--- src/sv/sle_pkg.sv ---
// Shared types and codes for the sorted list engine.
package sle_pkg;

  localparam logic [1:0] OP_INSERT = 2'd0;
  localparam logic [1:0] OP_DELETE = 2'd1;
  localparam logic [1:0] OP_SEARCH = 2'd2;

  localparam logic [1:0] ST_OK     = 2'd0;
  localparam logic [1:0] ST_ABSENT = 2'd1;
  localparam logic [1:0] ST_FULL   = 2'd2;

  localparam int unsigned VALUE_W = 32;

  typedef struct packed {
    logic lt;  // stored entry is below the key
    logic eq;  // stored entry equals the key
  } cmp_t;

endpackage

--- src/sv/sle_cmp.sv ---
// Shared signed comparator used by the scan sequencer.
module sle_cmp (
  input  logic signed [sle_pkg::VALUE_W-1:0] entry,
  input  logic signed [sle_pkg::VALUE_W-1:0] key,
  output sle_pkg::cmp_t                      res
);

  always_comb begin
    res.lt = (entry < key);
    res.eq = (entry == key);
  end

endmodule

--- src/sv/sorted_list_engine_top.sv ---
// Sorted list engine: sequencer, entry memory and shared comparator.
// Per word, the scan compares entries from position 0 until one is not below the value; an
// insert then shifts the larger entries up a place and writes the value, a delete shifts the
// later entries down a place. Full-store inserts and unused opcodes skip the scan.
// The result turns valid as the block turns ready for the next word; a stalled result
// holds the sequencer. Scan and shifts share the one read port. One word is in flight at a
// time. Synchronous active-high reset empties the list, idles the sequencer, drops m_tvalid.
module sorted_list_engine_top #(
  parameter int DEPTH = 16
) (
  input  logic        clk,
  input  logic        rst,
  input  logic        s_tvalid,
  output logic        s_tready,
  input  logic [31:0] s_tdata,   // [31:0] value
  input  logic [1:0]  s_tuser,   // [1:0] opcode
  output logic        m_tvalid,
  input  logic        m_tready,
  output logic [15:0] m_tdata,   // [3:0] position, [8:4] entry_count, rest zero
  output logic [1:0]  m_tuser    // [1:0] status
);

  localparam int AW = (DEPTH > 1) ? $clog2(DEPTH) : 1;
  localparam int CW = AW + 1;
  localparam logic [CW-1:0] DEPTH_C = CW'(DEPTH);
  localparam logic [CW-1:0] ONE     = CW'(1);

  // Sequencer states.
  localparam logic [2:0] S_IDLE     = 3'd0;
  localparam logic [2:0] S_SCAN_RD  = 3'd1;
  localparam logic [2:0] S_SCAN_CMP = 3'd2;
  localparam logic [2:0] S_DECIDE   = 3'd3;
  localparam logic [2:0] S_SH_RD    = 3'd4;
  localparam logic [2:0] S_SH_WR    = 3'd5;
  localparam logic [2:0] S_PUT      = 3'd6;
  localparam logic [2:0] S_DONE     = 3'd7;

  logic [2:0]                           state;
  logic [1:0]                           op;
  logic signed [sle_pkg::VALUE_W-1:0]   val;
  logic [CW-1:0]                        i;      // scan index, then the target position
  logic [CW-1:0]                        j;      // shift pointer
  logic [CW-1:0]                        count;
  logic                                 found;
  logic [1:0]                           status;
  logic [3:0]                           out_pos;
  logic [4:0]                           out_cnt;

  // Entry memory with one registered read port and one write port.
  logic signed [sle_pkg::VALUE_W-1:0]   mem [DEPTH];
  logic signed [sle_pkg::VALUE_W-1:0]   rdata;
  logic [AW-1:0]                        rd_addr;
  logic                                 we;
  logic [AW-1:0]                        wa;
  logic signed [sle_pkg::VALUE_W-1:0]   wd;

  sle_pkg::cmp_t                        cmp;
  logic [CW-1:0]                        jm1;
  logic [CW-1:0]                        jp1;
  logic [31:0]                          pos_wide;
  logic [31:0]                          cnt_wide;

  assign jm1 = j - ONE;
  assign jp1 = j + ONE;

  sle_cmp u_cmp (
    .entry (rdata),
    .key   (val),
    .res   (cmp)
  );

  // The scan reads the entry at the scan index; shifts read the neighbor of the
  // pointer, one place down for an insert and one place up for a delete.
  always_comb begin
    if (state == S_SCAN_RD) begin
      rd_addr = i[AW-1:0];
    end else if (op == sle_pkg::OP_INSERT) begin
      rd_addr = jm1[AW-1:0];
    end else begin
      rd_addr = jp1[AW-1:0];
    end
  end

  always_comb begin
    we = 1'b0;
    wa = j[AW-1:0];
    wd = rdata;
    if (state == S_SH_WR) begin
      we = 1'b1;
    end else if (state == S_PUT) begin
      we = 1'b1;
      wa = i[AW-1:0];
      wd = val;
    end
  end

  always_ff @(posedge clk) begin
    rdata <= mem[rd_addr];
    if (we) begin
      mem[wa] <= wd;
    end
  end

  assign s_tready = (state == S_IDLE);

  // Position is reported only for a successful operation, masked to its field.
  assign pos_wide = (status == sle_pkg::ST_OK) ? 32'(i) : 32'd0;
  assign cnt_wide = 32'(count);

  always_ff @(posedge clk) begin
    if (rst) begin
      state    <= S_IDLE;
      count    <= '0;
      m_tvalid <= 1'b0;
    end else begin
      // A result that drains while the next one is ready is reloaded in S_DONE instead.
      if (m_tvalid && m_tready && state != S_DONE) begin
        m_tvalid <= 1'b0;
      end
      unique case (state)
        S_IDLE: begin
          if (s_tvalid) begin
            op     <= s_tuser;
            val    <= s_tdata;
            i      <= '0;
            if (s_tuser == sle_pkg::OP_INSERT && count >= DEPTH_C) begin
              status <= sle_pkg::ST_FULL;
              state  <= S_DONE;
            end else if (s_tuser == sle_pkg::OP_INSERT || s_tuser == sle_pkg::OP_DELETE ||
                         s_tuser == sle_pkg::OP_SEARCH) begin
              status <= sle_pkg::ST_ABSENT;
              state  <= S_SCAN_RD;
            end else begin
              status <= sle_pkg::ST_ABSENT;
              state  <= S_DONE;
            end
          end
        end
        S_SCAN_RD: begin
          if (i == count) begin
            found <= 1'b0;
            state <= S_DECIDE;
          end else begin
            state <= S_SCAN_CMP;
          end
        end
        S_SCAN_CMP: begin
          if (cmp.lt) begin
            i     <= i + ONE;
            state <= S_SCAN_RD;
          end else begin
            found <= cmp.eq;
            state <= S_DECIDE;
          end
        end
        S_DECIDE: begin
          priority if (op == sle_pkg::OP_INSERT) begin
            status <= sle_pkg::ST_OK;
            j      <= count;
            state  <= (count > i) ? S_SH_RD : S_PUT;
          end else if (!found) begin
            status <= sle_pkg::ST_ABSENT;
            state  <= S_DONE;
          end else if (op == sle_pkg::OP_DELETE) begin
            status <= sle_pkg::ST_OK;
            j      <= i;
            if ((i + ONE) < count) begin
              state <= S_SH_RD;
            end else begin
              count <= count - ONE;
              state <= S_DONE;
            end
          end else begin
            status <= sle_pkg::ST_OK;
            state  <= S_DONE;
          end
        end
        S_SH_RD: begin
          state <= S_SH_WR;
        end
        S_SH_WR: begin
          if (op == sle_pkg::OP_INSERT) begin
            j     <= jm1;
            state <= (jm1 > i) ? S_SH_RD : S_PUT;
          end else begin
            j <= jp1;
            if ((jp1 + ONE) < count) begin
              state <= S_SH_RD;
            end else begin
              count <= count - ONE;
              state <= S_DONE;
            end
          end
        end
        S_PUT: begin
          count <= count + ONE;
          state <= S_DONE;
        end
        S_DONE: begin
          // The result register is loaded once it is empty or being drained.
          if (!m_tvalid || m_tready) begin
            m_tvalid <= 1'b1;
            m_tuser  <= status;
            out_pos  <= pos_wide[3:0];
            out_cnt  <= cnt_wide[4:0];
            state    <= S_IDLE;
          end
        end
        default: begin
          state <= S_IDLE;
        end
      endcase
    end
  end

  assign m_tdata = {7'd0, out_cnt, out_pos};

endmodule

--- config.mk ---
export PLATFORM = sky130hd
export DESIGN_NAME = sorted_list_engine_top
export DESIGN_NICKNAME = d
export VERILOG_FILES = /design/src/sv/sle_pkg.sv /design/src/sv/sle_cmp.sv /design/src/sv/sorted_list_engine_top.sv
export SDC_FILE = /design/constraint.sdc
export NUM_CORES = 1
export LEC_CHECK = 0
export BUFFER_PORTS_ARGS = -buffer_cell sky130_fd_sc_hd__buf_4
export CAP_MARGIN = 20
export CORE_ASPECT_RATIO = 0.7
export CORE_MARGIN = 4
export CORE_UTILIZATION = 45
export CTS_CLUSTER_DIAMETER = 200
export DETAILED_ROUTE_END_ITERATION = 8
export GPL_ROUTABILITY_DRIVEN = 1
export SLEW_MARGIN = 15
export SYNTH_ARGS = -nofsm -noshare
export SYNTH_HDL_FRONTEND = slang
export SYNTH_HIERARCHICAL = 1
export SYNTH_SLANG_ARGS = --single-unit
--- constraint.sdc ---
create_clock -name clk -period 4.18 [get_ports clk]
set_input_delay 0.209 -clock clk [delete_from_list [all_inputs] [get_ports clk]]
set_output_delay 0.209 -clock clk [all_outputs]
set_load 0.01 [all_outputs]
== Word-level counts from Yosys, hierarchy flattened ==
Memory sizes are Yosys's and may differ from the RTL's. A register that Yosys moved wholly into a read port is not among the register bits.
Cells that the tools add are included.

* $add $sub $neg: 6
* Magnitude comparators: 6
* Eq/ne operators: 26
* Multiplexer cells: 51
* Bitwise gates (word level): 1
* Reduce and logical (&&, ||, !) cells: 24

{| class="wikitable"
|+ Operators by type and width
! kind !! count
|-
| $mux W32 || 2
|-
| $mux W5 || 12
|-
| $eq A32 B32 Y1 || 1
|-
| $lt A32 B32 Y1 || 1
|-
| $pmux W3 S8 || 1
|-
| $mux W3 || 7
|-
| $add A5 B1 Y5 const B || 4
|-
| $ne A2 B2 Y1 const B || 10
|-
| $pmux W5 S2 || 2
|-
| $mux W2 || 8
|-
| $mux W4 || 4
|-
| $pmux W5 S3 || 1
|-
| $eq A3 B3 Y1 const B || 4
|-
| $mux W1 || 12
|-
| $reduce_and A4 Y1 || 3
|-
| $gt A5 B5 Y1 || 2
|-
| $lt A5 B5 Y1 || 2
|-
| $sub A5 B1 Y5 const B || 2
|-
| $ne A3 B3 Y1 const B || 3
|-
| $reduce_and A3 Y1 || 3
|-
| $reduce_bool A2 Y1 || 4
|-
| $reduce_and A7 Y1 || 1
|-
| $eq A3 B2 Y1 const B || 2
|-
| $logic_not A2 Y1 || 3
|-
| 15 further kinds || 20
|}

* Flip-flop bits (word level): 67
* Bits in writable memories: 512
* Input port bits: 38
* Output and inout bits: 20
* Word-level logic and storage cells: 127
* Memories: 1

{| class="wikitable"
|+ Memory list
! memory !! words !! bits a word !! read ports !! clocked after Yosys merged registers in !! write ports !! RTL line !! source
|-
| mem || 16 || 32 || 1 || 1 || 1 || sorted_list_engine_top.sv:50 || <nowiki>logic signed [sle_pkg::VALUE_W-1:0] mem [DEPTH];</nowiki>
|}

== Longest topological paths before layout ==
* Word-level depth: 7
* Depth in mapped cells: 12

== By module ==
The synthesis kept the hierarchy.

{| class="wikitable"
|+ By module, submodules not included
! module !! instances !! cells each !! area an instance (um^2)
|-
| sorted_list_engine_top || 1 || 1234 || 23802.8
|-
| sle_cmp || 1 || 113 || 820.8
|}

== Worst setup path after synthesis ==
Ideal clock, no wire load.

* Path type: register to register
* Start: register state[2]
* End: memory mem[4][0] in the netlist's numbering (enable)
* Arrival time: 2.831 ns
* Data required time: 3.759 ns
* Setup slack: 0.928 ns
* Cell stages (with the launch flop): 8
* Path buffers: 1
* Clock period less this slack: 3.252 ns
* Path through: dfxtp_1 buf_2 nand2_1 nor2_1 inv_1 nor2_1 a32oi_1 nor2_1

* Longest elaborated chain between the ends: 5

{| class="wikitable"
|+ Ends and longest elaborated chain
! element !! RTL line !! source
|-
| start: declaration || sorted_list_engine_top.sv:38 || <nowiki>logic [2:0] state;</nowiki>
|-
| start signal: assignment || sorted_list_engine_top.sv:160 || <nowiki>state <= (count > i) ? S_SH_RD : S_PUT;</nowiki>
|-
| start signal: assignment || sorted_list_engine_top.sv:184 || <nowiki>state <= (jm1 > i) ? S_SH_RD : S_PUT;</nowiki>
|-
| $eq A3 B3 Y1 || sorted_list_engine_top.sv:90 || <nowiki>end else if (state == S_PUT) begin</nowiki>
|-
| $mux W1 || sorted_list_engine_top.sv:90 ||
|-
| $mux W1 || sorted_list_engine_top.sv:88 || <nowiki>if (state == S_SH_WR) begin</nowiki>
|-
| $mux W1 || sorted_list_engine_top.sv:99 || <nowiki>if (we) begin</nowiki>
|-
| $mux W1 (not written as such) || sorted_list_engine_top.sv:100 || <nowiki>mem[wa] <= wd;</nowiki>
|-
| end: declaration || sorted_list_engine_top.sv:50 ||
|}

Parallel ways exist; a longest one is shown, timed or not.

==> flow_summary.toml <==
[routing]
via_per_inst = 5.67
detail_route.wl_per_cell_um = 25.4
drc = 0
firstDrtPassIters = 5
route.vias.total = 12800
drtIter0Drc = 1227
routed_wl_mm = 57.4
antenna_left = 0

[clock_tree]
clockRootBuffer = "clkbuf_16"
clock-sinks = 611
clock_path_buffers = 3
cts_buffers = 57
clk_pin_slew_ns = 0.07
cts_tree = "yes"
cts_htree_levels = 2
post_cts_buffers = 0
cts_resized = 0
cts_hold_buf = 37
clock_latency_ns = 0.62

[finish]
num_antenna_cells = 0
nets = 1580
multi_input_area_um2 = 6280
design_area_um2 = 28500
num-fill-cells = 4262
syn2layout_area_growth_pct = 15.8
register_area_um2 = 17900
drive_gt1_share_pct = 22.6

[sta]
min_period_ns = 3.96
fmax_mhz = 252
setup_viol = 0
worst_pin_slew_ns = 1.14
rsz0062_at_grt = "no"
clock_skew_ns = 0.0232
maxSlewHeadroom_pct = 22.0
tns_ns = 0
fin_crit_sh_pct = 94.8
slew_violations = 0
finalHoldViolCount = 0

[grt]
gr-total-overflow = 0
antenna_found_initial = 0
grtUsageTotal_pct = 19.8
grt_pass1_wl_mm = 85.3
grt_max_degree = 88
grt_pass1_vias = 12900

[worst_setup_path]
cp.buffers_inverters = 2
critPathMaxFanout = 5
crit_required_ns = 4.50
critPathKind = "flop to flop"
crit_family = "compound AO/OA/AOI/OAI gates"
cp.arrival_ns = 4.28
cp_slowest_cell = "a2111oi_0"
path_cells = "inv_1, ha_1, a21oi_1, o21ai_0, a221oi_1, o2111ai_1, o22ai_2, nand2_1, a2111oi_0, buf_4"
end_kind = "flop"
crit_path_start_kind = "flop"
cpPeakStageDelay_ns = 0.97

[placement]
globalplace.congestion = 0.810
dp_hpwl_mm = 32.1
dpl_cell_area_um2 = 26200
io_buffer_count = 50

[min_path]
holdCritPathClass = "input port to flop"

[power_and_ir_drop]
power.leakage_uw = 0.00970
p_per_area_nw_per_um2 = 578
total_power_uw = 16500
vdd_drop_max_mv = 0.377

[yosys]
async_flop_share_pct = 0
synthTopCellsByArea = "edfxtp_1 70%, mux4_2 12%, dfxtp_1 3.3%"
syn_area_um2 = 24600
synth_cell_types = 63
ys_warn_count = 6
synth_top_area_share_pct = 69.5
yosys.area.top_type = "edfxtp_1"
yosysMostFrequentCell = "edfxtp_1"
synth_edf_count = 570
ys_ff_latch = 611
synth-main-ff-cell = "edfxtp_1"
synth_cells = 1347
synth_seq_area_share_pct = 72.8
synthTopCellsByCount = "570 x edfxtp_1, 153 x nand2_1, 130 x mux4_2"
synth.avg_cell_area_um2 = 18.3

[die]
top_level_ports = 58
placementRows = 71
coreArea_um2 = 53900
die_x_um = 288
initial_utilization_pct = 45.7
die_h_um = 204
die-area_um2 = 58600

[status]
run_status = "finished clean"

[run]
cap_viol_max_count = 0
-- per-layer routing --
layer,track usage [%],vias to the layer above,wire [µm]
met2,29.9,385,26100
met4,4.52,0,943
met3,3.09,68,3250
li1,-,5608,-
met5,0,-,0
met1,30.6,6744,27100
-- cell families (layout without fill, tap and decap cells) --
family | count (synthesis) | count (layout) | share of synthesized area, %
compound gates | 148 | 148 | 4.21
xor+xnor | 18 | 18 | 0.640
fa+ha+maj | 62 | 62 | 3.18
buf+inv | 117 | 292 | 2.49
flops | 611 | 611 | 72.8
mux | 138 | 138 | 12.2
other cells | 1 | 7 | 0.0152
simple gates | 252 | 252 | 4.39
-- power breakdown --
| part | internal (µW) | switching (µW) | total (µW) |
|---|---|---|---|
| Sequential | 7780 | 194 | 7970 |
| Combinational | 1130 | 2050 | 3180 |
| Clock | 3090 | 2240 | 5330 |
| Total | 12000 | 4480 | 16500 |
-- flip-flops by register name, summed over array words and instances (netlist names) --
signal,count
rdata,32
out_pos,4
j,5
i,5
val,32
out_cnt,5
state,3
m_tvalid,1
m_tuser,2
op,2
status,2
mem,512
count,5
found,1
-- worst paths after layout --
kind             start    endpoint  slack (ns)  depth (start not counted)
min           m_tready    state[2]        0.13                          5
min reg2reg  status[0]  m_tuser[0]        0.58                          0
max            val[17]        i[3]        0.22                         10
max reg2reg    val[17]        i[3]        0.22                         10
-- cell type report --
| cell class | count | area share, % |
|---|---|---|
| Multi-Input combinational cell | 625 | 22.0 |
| Clock inverter | 28 | 1.18 |
| Tap cell | 730 | 3.20 |
| Sequential cell | 611 | 62.9 |
| Timing Repair Buffer | 132 | 4.41 |
| Inverter | 53 | 0.698 |
| Clock buffer | 79 | 5.58 |
-- tightest hold or removal path, cell delays in order --
cell      delay [ns]
buf_4           0.07
nand2b_1        0.16
o22ai_1         0.11
nor2_1          0.10
nor3_1          0.05
-- through the flow --
| step | setup slack, ns | hold slack [ns] | cells | util, % |
|---|---|---|---|---|
| final | 0.216 | 0.130 | 2258 | 52.9 |
| after global routing | 0.215 | 0.146 | 2258 | 52.9 |
| after CTS | 0.524 | 0.0810 | 2258 | 52.9 |
| after detailed placement | 0.573 | 0.388 | 2114 | 48.6 |
| after global placement | 0.533 | 0.388 | 2114 | 48.6 |
| after floorplan | 0.928 | 0.287 | 1353 | - |
-- layout by cell type, fill, tap and decap left out, types with 8 or more instances in the layout --
cell type	instances
inv_1	51
a21oi_1	31
nand3_1	12
clkinv_2	10
nor2_4	22
clkbuf_16	58
edfxtp_1	570
buf_12	14
clkinv_1	8
nor3_1	12
dfxtp_1	41
nand2_1	153
dlygate4sd3_1	37
ha_1	61
mux4_2	130
nor2_1	22
a22oi_1	64
clkbuf_1	15
xnor2_1	14
buf_4	81
Power figures use the tool's default switching activity.
